## config.mk

```make
export PLATFORM = sky130hd
export DESIGN_NAME = ebpf_program_preflight_check
export DESIGN_NICKNAME = d
export VERILOG_FILES = /design/src/sv/epc_pkg.sv /design/src/sv/ebpf_program_preflight_check.sv
export SDC_FILE = /design/constraint.sdc
export NUM_CORES = 1
export LEC_CHECK = 0
export CAP_MARGIN = 15
export CORE_ASPECT_RATIO = 0.5
export CORE_MARGIN = 5
export CORE_UTILIZATION = 29
export CTS_CLUSTER_SIZE = 24
export DETAILED_ROUTE_END_ITERATION = 10
export DONT_BUFFER_PORTS = 1
export PLACE_DENSITY_LB_ADDON = 0.08
export SYNTH_ARGS = -nofsm -noshare
export SYNTH_HDL_FRONTEND = slang
export SYNTH_SLANG_ARGS = --single-unit
```

## constraint.sdc

```tcl
create_clock -name clk -period 4.13 [get_ports clk]
set_input_delay 0 -clock clk [delete_from_list [all_inputs] [get_ports clk]]
set_output_delay 0 -clock clk [all_outputs]
set_load 0.02 [all_outputs]
```

## src/sv/epc_pkg.sv

```systemverilog
// ----------------------------------------------------------------------------
// epc_pkg
// Shared types and constants for the eBPF program preflight check.
// ----------------------------------------------------------------------------
package epc_pkg;

  localparam int MAX_SLOTS_DEF  = 4096;
  localparam int CALL_COUNT_DEF = 64;

  localparam int OPC_W      = 8;
  localparam int REGNUM_W   = 4;
  localparam int OFFSET_W   = 16;
  localparam int IMM_W      = 32;
  localparam int STATUS_W   = 3;
  localparam int BYTES_W    = 16;
  localparam int CFG_IDX_W  = 2;
  localparam int CFG_DATA_W = 64;

  // configuration register indexes
  localparam logic [CFG_IDX_W-1:0] CFG_PROGRAM_BYTES   = 2'd0;
  localparam logic [CFG_IDX_W-1:0] CFG_ALLOW_NO_RETURN = 2'd1;
  localparam logic [CFG_IDX_W-1:0] CFG_ALLOWED_CALLS   = 2'd2;

  localparam logic [BYTES_W-1:0] PROGRAM_BYTES_RST = 16'd8;

  // opcodes and fields of interest
  localparam logic [OPC_W-1:0]    OPC_LDDW      = 8'h18;
  localparam logic [OPC_W-1:0]    OPC_CALL      = 8'h85;
  localparam logic [OPC_W-1:0]    OPC_EXIT      = 8'h95;
  localparam logic [2:0]          CLASS_JMP     = 3'h5;
  localparam logic [REGNUM_W-1:0] REG_NUM_LIMIT = 4'd11;

  typedef enum logic [STATUS_W-1:0] {
    ST_OK    = 3'd0,
    ST_LEN   = 3'd1,
    ST_REG   = 3'd2,
    ST_JUMP  = 3'd3,
    ST_CALL  = 3'd4,
    ST_NORET = 3'd5
  } status_t;

endpackage

```

## src/sv/ebpf_program_preflight_check.sv

```systemverilog
// A last slot is held in the input stage register; its status then moves to the output register, shown on out_valid.
// Throughput: one instruction slot per cycle, sustained, when out_stall is low.
// A waiting status holds in the output register while the input stage still takes a slot.
// Reset (synchronous, rst_n low) clears slot index, skip flag, first error and
// all valid flags; program_bytes returns to 8, allow_no_return and allowed_calls to 0.
// ----------------------------------------------------------------------------
// ebpf_program_preflight_check
// Streams eBPF instruction slots, checks program length, registers, jump bounds, calls and
// the final exit, and reports one status per program at the last slot.
// ----------------------------------------------------------------------------
module ebpf_program_preflight_check #(
  parameter int MAX_SLOTS  = epc_pkg::MAX_SLOTS_DEF,
  parameter int CALL_COUNT = epc_pkg::CALL_COUNT_DEF
) (
  input  logic                                 clk,
  input  logic                                 rst_n,
  // configuration
  input  logic                                 cfg_we,
  input  logic [epc_pkg::CFG_IDX_W-1:0]        cfg_index,
  input  logic [epc_pkg::CFG_DATA_W-1:0]       cfg_data,
  // slot input
  input  logic                                 in_valid,
  output logic                                 in_stall,
  input  logic [epc_pkg::OPC_W-1:0]            in_opcode,
  input  logic [epc_pkg::REGNUM_W-1:0]         in_dest_reg,
  input  logic [epc_pkg::REGNUM_W-1:0]         in_source_reg,
  input  logic signed [epc_pkg::OFFSET_W-1:0]  in_jump_offset,
  input  logic [epc_pkg::IMM_W-1:0]            in_imm_value,
  input  logic                                 in_last_slot,
  // status output
  output logic                                 out_valid,
  input  logic                                 out_stall,
  output logic [epc_pkg::STATUS_W-1:0]         out_status
);
  import epc_pkg::*;

  localparam int IDX_W  = $clog2(MAX_SLOTS + 1);
  localparam int CALL_W = (CALL_COUNT > 1) ? $clog2(CALL_COUNT) : 1;
  localparam int TGT_W  = ((IDX_W > OFFSET_W) ? IDX_W : OFFSET_W) + 2;
  localparam int CNT_W  = BYTES_W - 3;

  // configuration registers
  logic [BYTES_W-1:0]    program_bytes_r;
  logic                  allow_no_return_r;
  logic [CALL_COUNT-1:0] allowed_calls_r;

  always_ff @(posedge clk) begin
    if (!rst_n) begin
      program_bytes_r   <= PROGRAM_BYTES_RST;
      allow_no_return_r <= 1'b0;
      allowed_calls_r   <= '0;
    end else if (cfg_we) begin
      case (cfg_index)
        CFG_PROGRAM_BYTES:   program_bytes_r   <= cfg_data[BYTES_W-1:0];
        CFG_ALLOW_NO_RETURN: allow_no_return_r <= cfg_data[0];
        CFG_ALLOWED_CALLS:   allowed_calls_r   <= cfg_data[CALL_COUNT-1:0];
        default: ;
      endcase
    end
  end

  // input stage
  logic                       s1_valid_r;
  logic [OPC_W-1:0]           s1_opcode_r;
  logic [REGNUM_W-1:0]        s1_dest_r;
  logic [REGNUM_W-1:0]        s1_src_r;
  logic [OFFSET_W-1:0]        s1_offset_r;
  logic [IMM_W-1:0]           s1_imm_r;
  logic                       s1_last_r;

  // program state
  logic [IDX_W-1:0]           slot_index_r, slot_index_nxt;
  logic                       skip_next_r, skip_next_nxt;
  status_t                    first_error_r, first_error_nxt;

  // output register
  logic                       out_valid_r, out_valid_nxt;
  logic [STATUS_W-1:0]        out_status_r, out_status_nxt;

  logic                       advance;
  logic                       in_xfer;
  logic                       s1_fire;

  assign advance  = !out_valid_r || !out_stall;
  assign in_stall = s1_valid_r && !advance;
  assign in_xfer  = in_valid && !in_stall;
  assign s1_fire  = s1_valid_r && advance;

  always_ff @(posedge clk) begin
    if (!rst_n) begin
      s1_valid_r <= 1'b0;
    end else if (in_xfer) begin
      s1_valid_r <= 1'b1;
    end else if (advance) begin
      s1_valid_r <= 1'b0;
    end
  end

  always_ff @(posedge clk) begin
    if (in_xfer) begin
      s1_opcode_r <= in_opcode;
      s1_dest_r   <= in_dest_reg;
      s1_src_r    <= in_source_reg;
      s1_offset_r <= in_jump_offset;
      s1_imm_r    <= in_imm_value;
      s1_last_r   <= in_last_slot;
    end
  end

  // slot checks
  logic [TGT_W-1:0]  jump_target;
  logic [TGT_W-1:0]  slot_count;
  logic              bad_reg;
  logic              bad_jump;
  logic              bad_call;
  logic [CALL_W-1:0] call_idx;
  status_t           slot_err;

  assign jump_target = {{(TGT_W-IDX_W){1'b0}}, slot_index_r}
                     + {{(TGT_W-OFFSET_W){s1_offset_r[OFFSET_W-1]}}, s1_offset_r};
  assign slot_count  = {{(TGT_W-CNT_W){1'b0}}, program_bytes_r[BYTES_W-1:3]};
  assign call_idx    = s1_imm_r[CALL_W-1:0];

  assign bad_reg  = (s1_dest_r >= REG_NUM_LIMIT) || (s1_src_r >= REG_NUM_LIMIT);
  assign bad_jump = (s1_opcode_r[2:0] == CLASS_JMP)
                 && (jump_target[TGT_W-1] || (jump_target >= slot_count));
  // out-of-range call numbers are caught by the compare before the bitmap lookup
  assign bad_call = (s1_opcode_r == OPC_CALL)
                 && ((s1_imm_r >= IMM_W'(CALL_COUNT)) || !allowed_calls_r[call_idx]);

  always_comb begin
    if (bad_reg) begin
      slot_err = ST_REG;
    end else if (s1_opcode_r == OPC_LDDW) begin
      slot_err = ST_OK;
    end else if (bad_jump) begin
      slot_err = ST_JUMP;
    end else if (bad_call) begin
      slot_err = ST_CALL;
    end else begin
      slot_err = ST_OK;
    end
  end

  always_comb begin
    slot_index_nxt  = slot_index_r;
    skip_next_nxt   = skip_next_r;
    first_error_nxt = first_error_r;
    out_valid_nxt   = out_valid_r && out_stall;
    out_status_nxt  = out_status_r;

    if (s1_fire) begin
      if (skip_next_r) begin
        // second half of a double-length load is not checked
        skip_next_nxt = 1'b0;
      end else begin
        if (first_error_r == ST_OK) begin
          first_error_nxt = slot_err;
        end
        skip_next_nxt = (slot_err == ST_OK) && (s1_opcode_r == OPC_LDDW);
      end

      if (!s1_last_r) begin
        if (slot_index_r < IDX_W'(MAX_SLOTS)) begin
          slot_index_nxt = slot_index_r + 1'b1;
        end
      end else begin
        out_valid_nxt = 1'b1;
        if (program_bytes_r[2:0] != 3'd0) begin
          out_status_nxt = ST_LEN;
        end else if (first_error_nxt != ST_OK) begin
          out_status_nxt = first_error_nxt;
        end else if ((s1_opcode_r != OPC_EXIT) && !allow_no_return_r) begin
          out_status_nxt = ST_NORET;
        end else begin
          out_status_nxt = ST_OK;
        end
        slot_index_nxt  = '0;
        skip_next_nxt   = 1'b0;
        first_error_nxt = ST_OK;
      end
    end
  end

  always_ff @(posedge clk) begin
    if (!rst_n) begin
      slot_index_r  <= '0;
      skip_next_r   <= 1'b0;
      first_error_r <= ST_OK;
      out_valid_r   <= 1'b0;
    end else begin
      slot_index_r  <= slot_index_nxt;
      skip_next_r   <= skip_next_nxt;
      first_error_r <= first_error_nxt;
      out_valid_r   <= out_valid_nxt;
    end
  end

  always_ff @(posedge clk) begin
    out_status_r <= out_status_nxt;
  end

  assign out_valid  = out_valid_r;
  assign out_status = out_status_r;

endmodule

```

==> flow_metrics.env, run 1 <==
export IMPL_finalClockSkew_ns=0.00818
export IMPL_min_period_ns=4.07
export IMPL_yosysTopAreaCell="edfxtp_1"
export IMPL_num_vias=5866
export IMPL_io_pins=141
export IMPL_grt_pass1_wl_mm=33.1
export IMPL_pre_cts_ws_ns=-0.0744
export IMPL_antenna_found_initial=2
export IMPL_ir_drop_v=0.000294
export IMPL_grt_use_total_pct=14.2
export IMPL_register_area_um2=4040
export IMPL_synth_seq_cells=168
export IMPL_portBuffers=0
export IMPL_crit_top_cell="o21a_1"
export IMPL_grt_max_degree=88
export IMPL_ys_seq_area_share_pct=52.9
export IMPL_slowest_stage="edfxtp_1"
export IMPL_synth_top_cell_area_share_pct=26.7
export IMPL_gp_congestion=0.820
export IMPL_synth_edf_count=68
export IMPL_die_y_um=125
export IMPL_synth_avg_cell_area_um2=10.3
export IMPL_drive_above_1_share_pct=9.17
export IMPL_grt_pass1_vias=6191
export IMPL_multiInputGateArea_um2=3420
export IMPL_yosys_warnings=0
export IMPL_cts_buffer_depth=2
export IMPL_synth_nets=904
export IMPL_tightest_slew_ns=0.992
export IMPL_dieWidth_um=240
export IMPL_cts_tree="built"
export IMPL_start_util_pct=29.2
export IMPL_num_rows=42
export IMPL_drv_slew=0
export IMPL_critPathKind="reg -> reg"
export IMPL_power_density_nw_per_um2=374
export IMPL_cp_cell_sequence="ha_4 > a211o_1 > a211oi_2 > nor2_1 > o21a_1 > o21a_1 > o21a_1 > o41ai_2 > xnor2_1 > ha_1 > a21o_1 > a221oi_2 > o211ai_1 > o31ai_2 > a21oi_1 > o311ai_1"
export IMPL_final_common_cell="nand2_1"
export IMPL_antenna_left=0
export IMPL_crit_fanout=3
export IMPL_min_delay_path_class="in -> reg"
export IMPL_syn_cell_area_um2=7640
export IMPL_cellLeakagePower_nw=3.78
export IMPL_synthCells=740
export IMPL_area_growth_pct=36.0
export IMPL_finalCritPeriodShare_pct=98.5
export IMPL_rsz0062_at_grt="true"
export IMPL_die_area_um2=29900
export IMPL_hold_worst_slack_ns=0.0290
export IMPL_critical_path_max_stage_delay_ns=0.43
export IMPL_final_nets=1067
export IMPL_async_flop_share_pct=0
export IMPL_drv_cap=0
export IMPL_synth_top_flop_cell="dfxtp_1"
export IMPL_synthTopCellsByArea="edfxtp_1, dfxtp_1, nand2_1, a21boi_0, ha_1"
export IMPL_post_route_drc_count=0
export IMPL_cts_root_buf="clkbuf_16"
export IMPL_drt_initial_drc_count=298
export IMPL_setup_ws_ns=0.0618
export IMPL_layout_common_cells="nand2_1, dlygate4sd3_1, dfxtp_1"
export IMPL_dp_hpwl_mm=14.2
export IMPL_wl_per_cell_um=16.3
export IMPL_clk_insertion_delay_late_ns=0.44
export IMPL_cts_reportedPaths_clkPinSlew_ns=0.07
export IMPL_worst_ep_arrival_time_ns=4.33
export IMPL_relSlewSlack_pct=33.7
export IMPL_wirelength_mm=20.7
export IMPL_fill_cells=2604
export IMPL_synth_cell_types=64
export IMPL_hold_viol_final=0
export IMPL_overflow=0
export IMPL_required_ns=4.39
export IMPL_setup_violations=0
export IMPL_cts_htree_levels=4
export IMPL_core_area_um2=26200
export IMPL_cts_sinks=168
export IMPL_max_freq_ghz=0.246
export IMPL_end_kind="register"
export IMPL_cts_buffers=17
export IMPL_cp_start_kind="register"
export IMPL_drtPass1Iterations=4
export IMPL_status="completed"
export IMPL_vias_per_cell=4.62
==> logic make-up after synthesis <==
group           synth area share (%)
compound gates                  15.5
xor+xnor                        1.49
fa+ha+maj                       4.68
buf+inv                         3.29
flops                           52.9
mux                             5.50
simple gates                    16.6
==> metrics by stage <==
| step | setup TNS (ns) | area (um^2) | utilization, % | std cells | total power (W) |
|---|---|---|---|---|---|
| 5_1_grt | -0.644 | 10400 | 39.7 | 1270 | 0.00407 |
| 3_5_place_dp | -0.0869 | 8070 | 30.8 | 1076 | 0.00209 |
| 4_1_cts | 0 | 10300 | 39.3 | 1264 | 0.00395 |
| 3_3_place_gp | -0.0471 | 8070 | 30.8 | 1076 | 0.00209 |
| 6_report | 0 | 10400 | 39.7 | 1270 | 0.00388 |
| 2_1_floorplan | 0 | 7640 | - | 740 | 0.00203 |
==> critical path: cells and delay by family, from the launching register on <==
family                   cells  cell delay [ns]
AO/OA/AOI/OAI               12             2.72
XOR/XNOR                     1             0.18
adder cells (fa/ha/maj)      2             0.51
flip-flops                   1             0.43
AND/OR/NAND/NOR              1             0.08
==> sequential cells by signal, indices dropped and copies added (netlist names), 4 cells and up <==
register	count
allowed_calls_r	64
program_bytes_r	16
s1_dest_r	4
s1_imm_r	32
s1_offset_r	16
s1_opcode_r	8
s1_src_r	4
slot_index_r	13
==> final cells by class <==
cell class / instances / share of cell area, %
diodes: 2 / 0.0482
inverters: 25 / 0.903
flip-flops and latches: 168 / 38.9
repair buffers: 177 / 17.0
well taps: 352 / 4.24
multi-input cells: 514 / 32.9
clock inverters: 11 / 1.26
clock buffers: 21 / 4.74
==> power by group <==
| group | internal, W | total [W] | leakage, nW | switching (W) |
|---|---|---|---|---|
| clock | 0.000989 | 0.00169 | 0.307 | 0.000703 |
| combinational | 0.000194 | 0.000355 | 2.00 | 0.000161 |
| sequential | 0.00180 | 0.00184 | 1.48 | 0.0000371 |
| total | 0.00298 | 0.00388 | 3.78 | 0.000901 |
==> path summary, 6_finish.rpt <==
check | start | slack [ns] | cells after the start | to
hold / removal | in_valid | 0.03 | 1 | s1_imm_r[31]
hold reg to reg | allowed_calls_r[32] | 0.46 | 2 | allowed_calls_r[32]
setup / recovery | s1_offset_r[1] | 0.06 | 16 | out_status[0]
setup reg to reg | s1_offset_r[1] | 0.06 | 16 | out_status[0]
==> cell usage after synthesis, types with 3 or more instances <==
cell type  number
mux4_1          5
mux2i_1         3
inv_1          25
buf_1           5
ha_1           27
xnor2_1         6
nor2_1         25
a21oi_1        22
a211oi_1        7
and3_1          6
o41ai_1         3
nand3_1         8
nor3b_1         3
nor4_1          7
a21boi_0       81
and2_1          3
clkbuf_1       22
xor2_1          7
edfxtp_1       68
mux4_2         11
or3_1           9
dfxtp_1       100
nor3_1          9
nor2b_1         6
o21a_1          7
nand4_1        10
a21o_1          6
o21ai_0        17
nand2_1       185
==> layer usage <==
layer | GRT usage [%] | routed length [um] | vias up
li1 | - | - | 2971
met1 | 18.3 | 9780 | 2805
met2 | 23.5 | 10000 | 69
met3 | 3.89 | 595 | 21
met4 | 3.89 | 346 | 0
met5 | 0 | 0 | -
==> what timing repair did <==
item,4_1_cts,5_1_grt
hold buffers,156,0
resized for setup,3,7
buffers inserted,0,3
endpoints found under the setup margin,4,6
hold endpoints to repair,152,0
pin swaps,3,15
(Power assumes the default switching activity.)
==> inputs of run 2 (changes only) <==
==> constraint.sdc (replaced) <==
create_clock -name clk -period 4.13 [get_ports clk]
set_input_delay 0.2065 -clock clk [delete_from_list [all_inputs] [get_ports clk]]
set_output_delay 0.2065 -clock clk [all_outputs]
set_load 0.02 [all_outputs]
==> run 2 against run 1 <==
Core utilization is 0.88 points lower. Maximum frequency hardly changed. Sequential share of layout area is 0.88 points higher. Critical path type unchanged.
==> flow_metrics.env, run 2 (same netlist as run 1, synthesis figures left out) <==
export IMPL_status="completed"
export IMPL_grt_pass1_wl_mm=32.6
export IMPL_rsz0062_at_grt="true"
export IMPL_required_ns=4.39
export IMPL_num_vias=5715
export IMPL_wl_per_cell_um=16.3
export IMPL_gp_congestion=0.820
export IMPL_min_period_ns=4.07
export IMPL_start_util_pct=29.2
export IMPL_end_kind="register"
export IMPL_cts_root_buf="clkbuf_16"
export IMPL_drtPass1Iterations=4
export IMPL_stdcell_area_um2=10200
export IMPL_critPathKind="reg -> reg"
export IMPL_regMostFlops="allowed_calls_r"
export IMPL_holdPathStages=3
export IMPL_final_nets=1044
export IMPL_register_area_um2=4040
export IMPL_finalClockSkew_ns=0.00832
export IMPL_largest_register_ffs=64
export IMPL_power_w=0.00387
export IMPL_power_density_nw_per_um2=380
export IMPL_core_area_um2=26200
export IMPL_hold_worst_slack_ns=0.0453
export IMPL_cts_buffer_depth=2
export IMPL_grt_max_degree=88
export IMPL_cts_buffers=17
export IMPL_placed_cells=1076
export IMPL_finalCritPeriodShare_pct=98.6
export IMPL_ir_drop_v=0.000294
export IMPL_grt_pass1_vias=6025
export IMPL_cts_htree_levels=4
export IMPL_multiInputGateArea_um2=3420
export IMPL_overflow=0
export IMPL_crit_fanout=3
export IMPL_cellLeakagePower_nw=3.68
export IMPL_vias_per_cell=4.58
export IMPL_fill_cells=2615
export IMPL_tns_ns=0
export IMPL_clk_insertion_delay_late_ns=0.44
export IMPL_relSlewSlack_pct=34.4
export IMPL_portBuffers=0
export IMPL_hold_viol_final=0
export IMPL_fin_cells=1247
export IMPL_drive_above_1_share_pct=9.41
export IMPL_dieWidth_um=240
export IMPL_reg_top3="allowed_calls_r: 64 flops, s1_imm_r: 32 flops"
export IMPL_r2r_cells=16
export IMPL_wirelength_mm=20.4
export IMPL_grt_use_total_pct=14.0
export IMPL_dp_hpwl_mm=14.2
export IMPL_cts_tree="built"
export IMPL_max_freq_ghz=0.246
export IMPL_io_pins=141
export IMPL_cts_sinks=168
export IMPL_cts_reportedPaths_clkPinSlew_ns=0.07
export IMPL_tightest_slew_ns=0.982
export IMPL_final_common_cell="nand2_1"
export IMPL_die_y_um=125
export IMPL_post_route_drc_count=0
export IMPL_die_area_um2=29900
export IMPL_drv_slew=0
export IMPL_setup_violations=0
export IMPL_worst_ep_arrival_time_ns=4.33
export IMPL_num_rows=42
export IMPL_layout_common_cells="nand2_1, dlygate4sd3_1, dfxtp_1"
export IMPL_area_growth_pct=33.0
export IMPL_postPlaceCellArea_um2=8070
export IMPL_drv_cap=0
export IMPL_cp_start_kind="register"
export IMPL_min_delay_path_class="in -> reg"
export IMPL_antenna_found_initial=2
export IMPL_antenna_left=0
export IMPL_drt_initial_drc_count=313
-- run 2: routing by layer --
| layer | track usage (%) | up-vias | share of wire [%] |
|---|---|---|---|
| met5 | 0 | - | 0 |
| met4 | 3.89 | 0 | 1.5 |
| met3 | 3.89 | 17 | 3.1 |
| met2 | 22.7 | 69 | 48 |
| met1 | 18.3 | 2704 | 48 |
| li1 | - | 2925 | - |
-- run 2: layout make-up --
class	instances	share of cell area [%]
antenna	2	0.0492
clock buffer	21	4.85
sequential	168	39.8
multi-input combinational	514	33.6
timing repair buffer	154	15.1
clock inverter	11	1.29
inverter	25	0.923
tap	352	4.33
-- run 2: repair_timing --
action,CTS,global route
hold buffers,133,0
hold endpoints to repair,152,0
endpoints found under the setup margin,4,6
gates resized for setup,3,7
pin swaps,3,15
gates cloned,0,0
buffers inserted,0,3
-- run 2: where the power goes --
part	internal, W	leakage, nW	switching [W]	total, W
clock	0.000989	0.307	0.000700	0.00169
sequential	0.00180	1.48	0.0000369	0.00184
combinational	0.000185	1.89	0.000158	0.000342
total	0.00297	3.68	0.000895	0.00387
-- run 2: worst max-delay path: stages, from the launching register on --
cell and delay [ns]:
edfxtp_1 0.43, ha_4 0.24, a211o_1 0.33, a211oi_2 0.26, nor2_1 0.08, o21a_1 0.19, o21a_1 0.18, o21a_1 0.20
o41ai_2 0.24, xnor2_1 0.18, ha_1 0.27, a21o_1 0.19, a221oi_2 0.25, o211ai_1 0.17, o31ai_2 0.33, a21oi_1 0.11
o311ai_1 0.27
-- run 2: final timing paths --
| kind | start | end | slack, ns |
|---|---|---|---|
| setup / recovery | s1_offset_r[1] | out_status[0] | 0.06 |
| hold / removal | cfg_index[0] | allow_no_return_r | 0.05 |
| setup reg to reg | s1_offset_r[1] | out_status[0] | 0.06 |
| hold reg to reg | allowed_calls_r[32] | allowed_calls_r[32] | 0.46 |
-- run 2: metrics by stage --
step	util, %	worst slack [ns]
2_1_floorplan	-	0.0664
3_3_place_gp	30.8	-0.0471
3_5_place_dp	30.8	-0.0744
4_1_cts	38.5	0.0402
5_1_grt	38.8	-0.198
6_report	38.8	0.0594
==> inputs of run 3 (changes only) <==
- MAX_ROUTING_LAYER: not set -> met4
==> run 3 against run 2 <==
Clock skew about the same. Clock-buffer cell count stayed put. Cell count about the same. Core utilization barely moved. Routed wire length hardly changed. Final area is essentially flat. Maximum frequency up 0.19%. Die area is the same. Register-to-register slack barely moved. Worst hold slack got worse by 0.0015 ns.
==> flow_metrics.env, run 3 (same netlist as run 1, synthesis figures left out) <==
export IMPL_portBuffers=0
export IMPL_regMostFlops="allowed_calls_r"
export IMPL_drt_initial_drc_count=253
export IMPL_cts_sinks=168
export IMPL_finalClockSkew_ns=0.00855
export IMPL_multiInputGateArea_um2=3420
export IMPL_crit_fanout=3
export IMPL_relSlewSlack_pct=34.5
export IMPL_post_route_drc_count=0
export IMPL_stdcell_area_um2=10200
export IMPL_required_ns=4.40
export IMPL_gp_congestion=0.833
export IMPL_final_common_cell="nand2_1"
export IMPL_cts_root_buf="clkbuf_16"
export IMPL_critical_path_max_stage_delay_ns=0.43
export IMPL_clk_insertion_delay_late_ns=0.44
export IMPL_postPlaceCellArea_um2=8070
export IMPL_die_area_um2=29900
export IMPL_rsz0062_at_grt="true"
export IMPL_cts_reportedPaths_clkPinSlew_ns=0.07
export IMPL_finalCritPeriodShare_pct=98.4
export IMPL_area_growth_pct=33.1
export IMPL_crit_top_cell="o21a_1"
export IMPL_cts_tree="built"
export IMPL_io_pins=141
export IMPL_power_density_nw_per_um2=381
export IMPL_cp_start_kind="register"
export IMPL_overflow=0
export IMPL_cts_buffer_depth=2
export IMPL_drv_slew=0
export IMPL_grt_pass1_wl_mm=32.5
export IMPL_reg_top3="allowed_calls_r: 64 flops, s1_imm_r: 32 flops"
export IMPL_grt_use_total_pct=14.4
export IMPL_start_util_pct=29.2
export IMPL_drv_cap=0
export IMPL_setup_violations=0
export IMPL_critical_path_top_delay_family="compound AO/OA/AOI/OAI gates"
export IMPL_core_area_um2=26200
export IMPL_cts_buffers=17
export IMPL_register_area_um2=4040
export IMPL_hold_viol_final=0
export IMPL_max_freq_ghz=0.246
export IMPL_placed_cells=1076
export IMPL_num_vias=5724
export IMPL_largest_register_ffs=64
export IMPL_fill_cells=2614
export IMPL_die_y_um=125
export IMPL_wl_per_cell_um=16.3
export IMPL_worst_ep_arrival_time_ns=4.33
export IMPL_status="completed"
export IMPL_wirelength_mm=20.4
export IMPL_final_core_util_pct=38.8
export IMPL_dieWidth_um=240
export IMPL_min_delay_path_class="in -> reg"
export IMPL_drtPass1Iterations=6
export IMPL_critical_path_buf_inv_count=0
export IMPL_critPathKind="reg -> reg"
export IMPL_cts_htree_levels=4
export IMPL_grt_pass1_vias=6021
export IMPL_end_kind="register"
export IMPL_antenna_found_initial=3
export IMPL_fin_cells=1248
export IMPL_cp_cell_sequence="ha_4 > a211o_1 > a211oi_2 > nor2_1 > o21a_1 > o21a_1 > o21a_1 > o41ai_2 > xnor2_1 > ha_1 > a21o_1 > a221oi_2 > o211ai_1 > o31ai_2 > a21oi_1 > o311ai_1"
export IMPL_dp_hpwl_mm=14.2
export IMPL_final_nets=1044
export IMPL_ir_drop_v=0.000295
export IMPL_cellLeakagePower_nw=3.68
export IMPL_tightest_slew_ns=0.980
export IMPL_vias_per_cell=4.59
export IMPL_layout_common_cells="nand2_1, dlygate4sd3_1, dfxtp_1"
export IMPL_drive_above_1_share_pct=9.41
export IMPL_num_rows=42
export IMPL_grt_max_degree=88
export IMPL_antenna_left=0
export IMPL_min_period_ns=4.06
export IMPL_slowest_stage="edfxtp_1"
[run 3: cell types whose count changed in the layout (fill, tap and decap cells not counted), sizes merged]
cell   previous run  this run
diode             2         3
[run 3: area by class of cell]
type                            count  share of cell area, %
Multi-Input combinational cell    514                   33.6
Tap cell                          352                   4.33
Antenna cell                        3                 0.0738
Clock buffer                       21                   4.85
Inverter                           25                  0.923
Timing Repair Buffer              154                   15.1
Sequential cell                   168                   39.8
Clock inverter                     11                   1.29
[run 3: report_power, final]
group | switching [W] | internal, W | total, W | leakage (nW)
clock network | 0.000704 | 0.000989 | 0.00169 | 0.307
registers | 0.0000370 | 0.00180 | 0.00184 | 1.48
logic | 0.000158 | 0.000185 | 0.000342 | 1.89
[run 3: repair_timing]
| item | CTS | global route |
|---|---|---|
| hold buffers | 133 | 0 |
| gates resized for setup | 3 | 7 |
| setup buffers | 0 | 3 |
| cloned | 0 | 0 |
| endpoints found under the hold margin | 152 | 0 |
| endpoints found under the setup margin | 4 | 6 |
| pin swaps | 3 | 15 |
[run 3: through the flow]
step                setup TNS (ns)  total power [W]  setup WS [ns]  hold WS (ns)
finish                           0          0.00387         0.0671        0.0438
CTS                              0          0.00394         0.0402        0.0197
global placement           -0.0471          0.00209        -0.0471         0.305
global route                -0.643          0.00405         -0.198        0.0508
detailed placement         -0.0869          0.00209        -0.0744         0.305
floorplan                        0          0.00203         0.0664         0.305
[run 3: final timing paths]
kind | from | slack, ns | to | cells after the start
hold reg to reg | allowed_calls_r[32] | 0.46 | allowed_calls_r[32] | 2
setup / recovery | s1_offset_r[1] | 0.07 | out_status[0] | 16
setup reg to reg | s1_offset_r[1] | 0.07 | out_status[0] | 16
hold / removal | cfg_index[0] | 0.04 | allow_no_return_r | 3
[run 3: layer usage]
layer  vias up  share of wire (%)  global-route usage, %  routed length (um)
li1       2928                  -                      -                   -
met1      2712                 47                   18.2                9660
met2        66                 48                   22.7                9840
met3        18                2.7                   3.56                 557
met4         0                1.6                   4.76                 317
met5         -                  0                      -                   0
[run 3: tightest hold or removal path: cells and delay by family]
kind	cells	cell delay [ns]
mux	1	0.07
simple gates	2	0.17
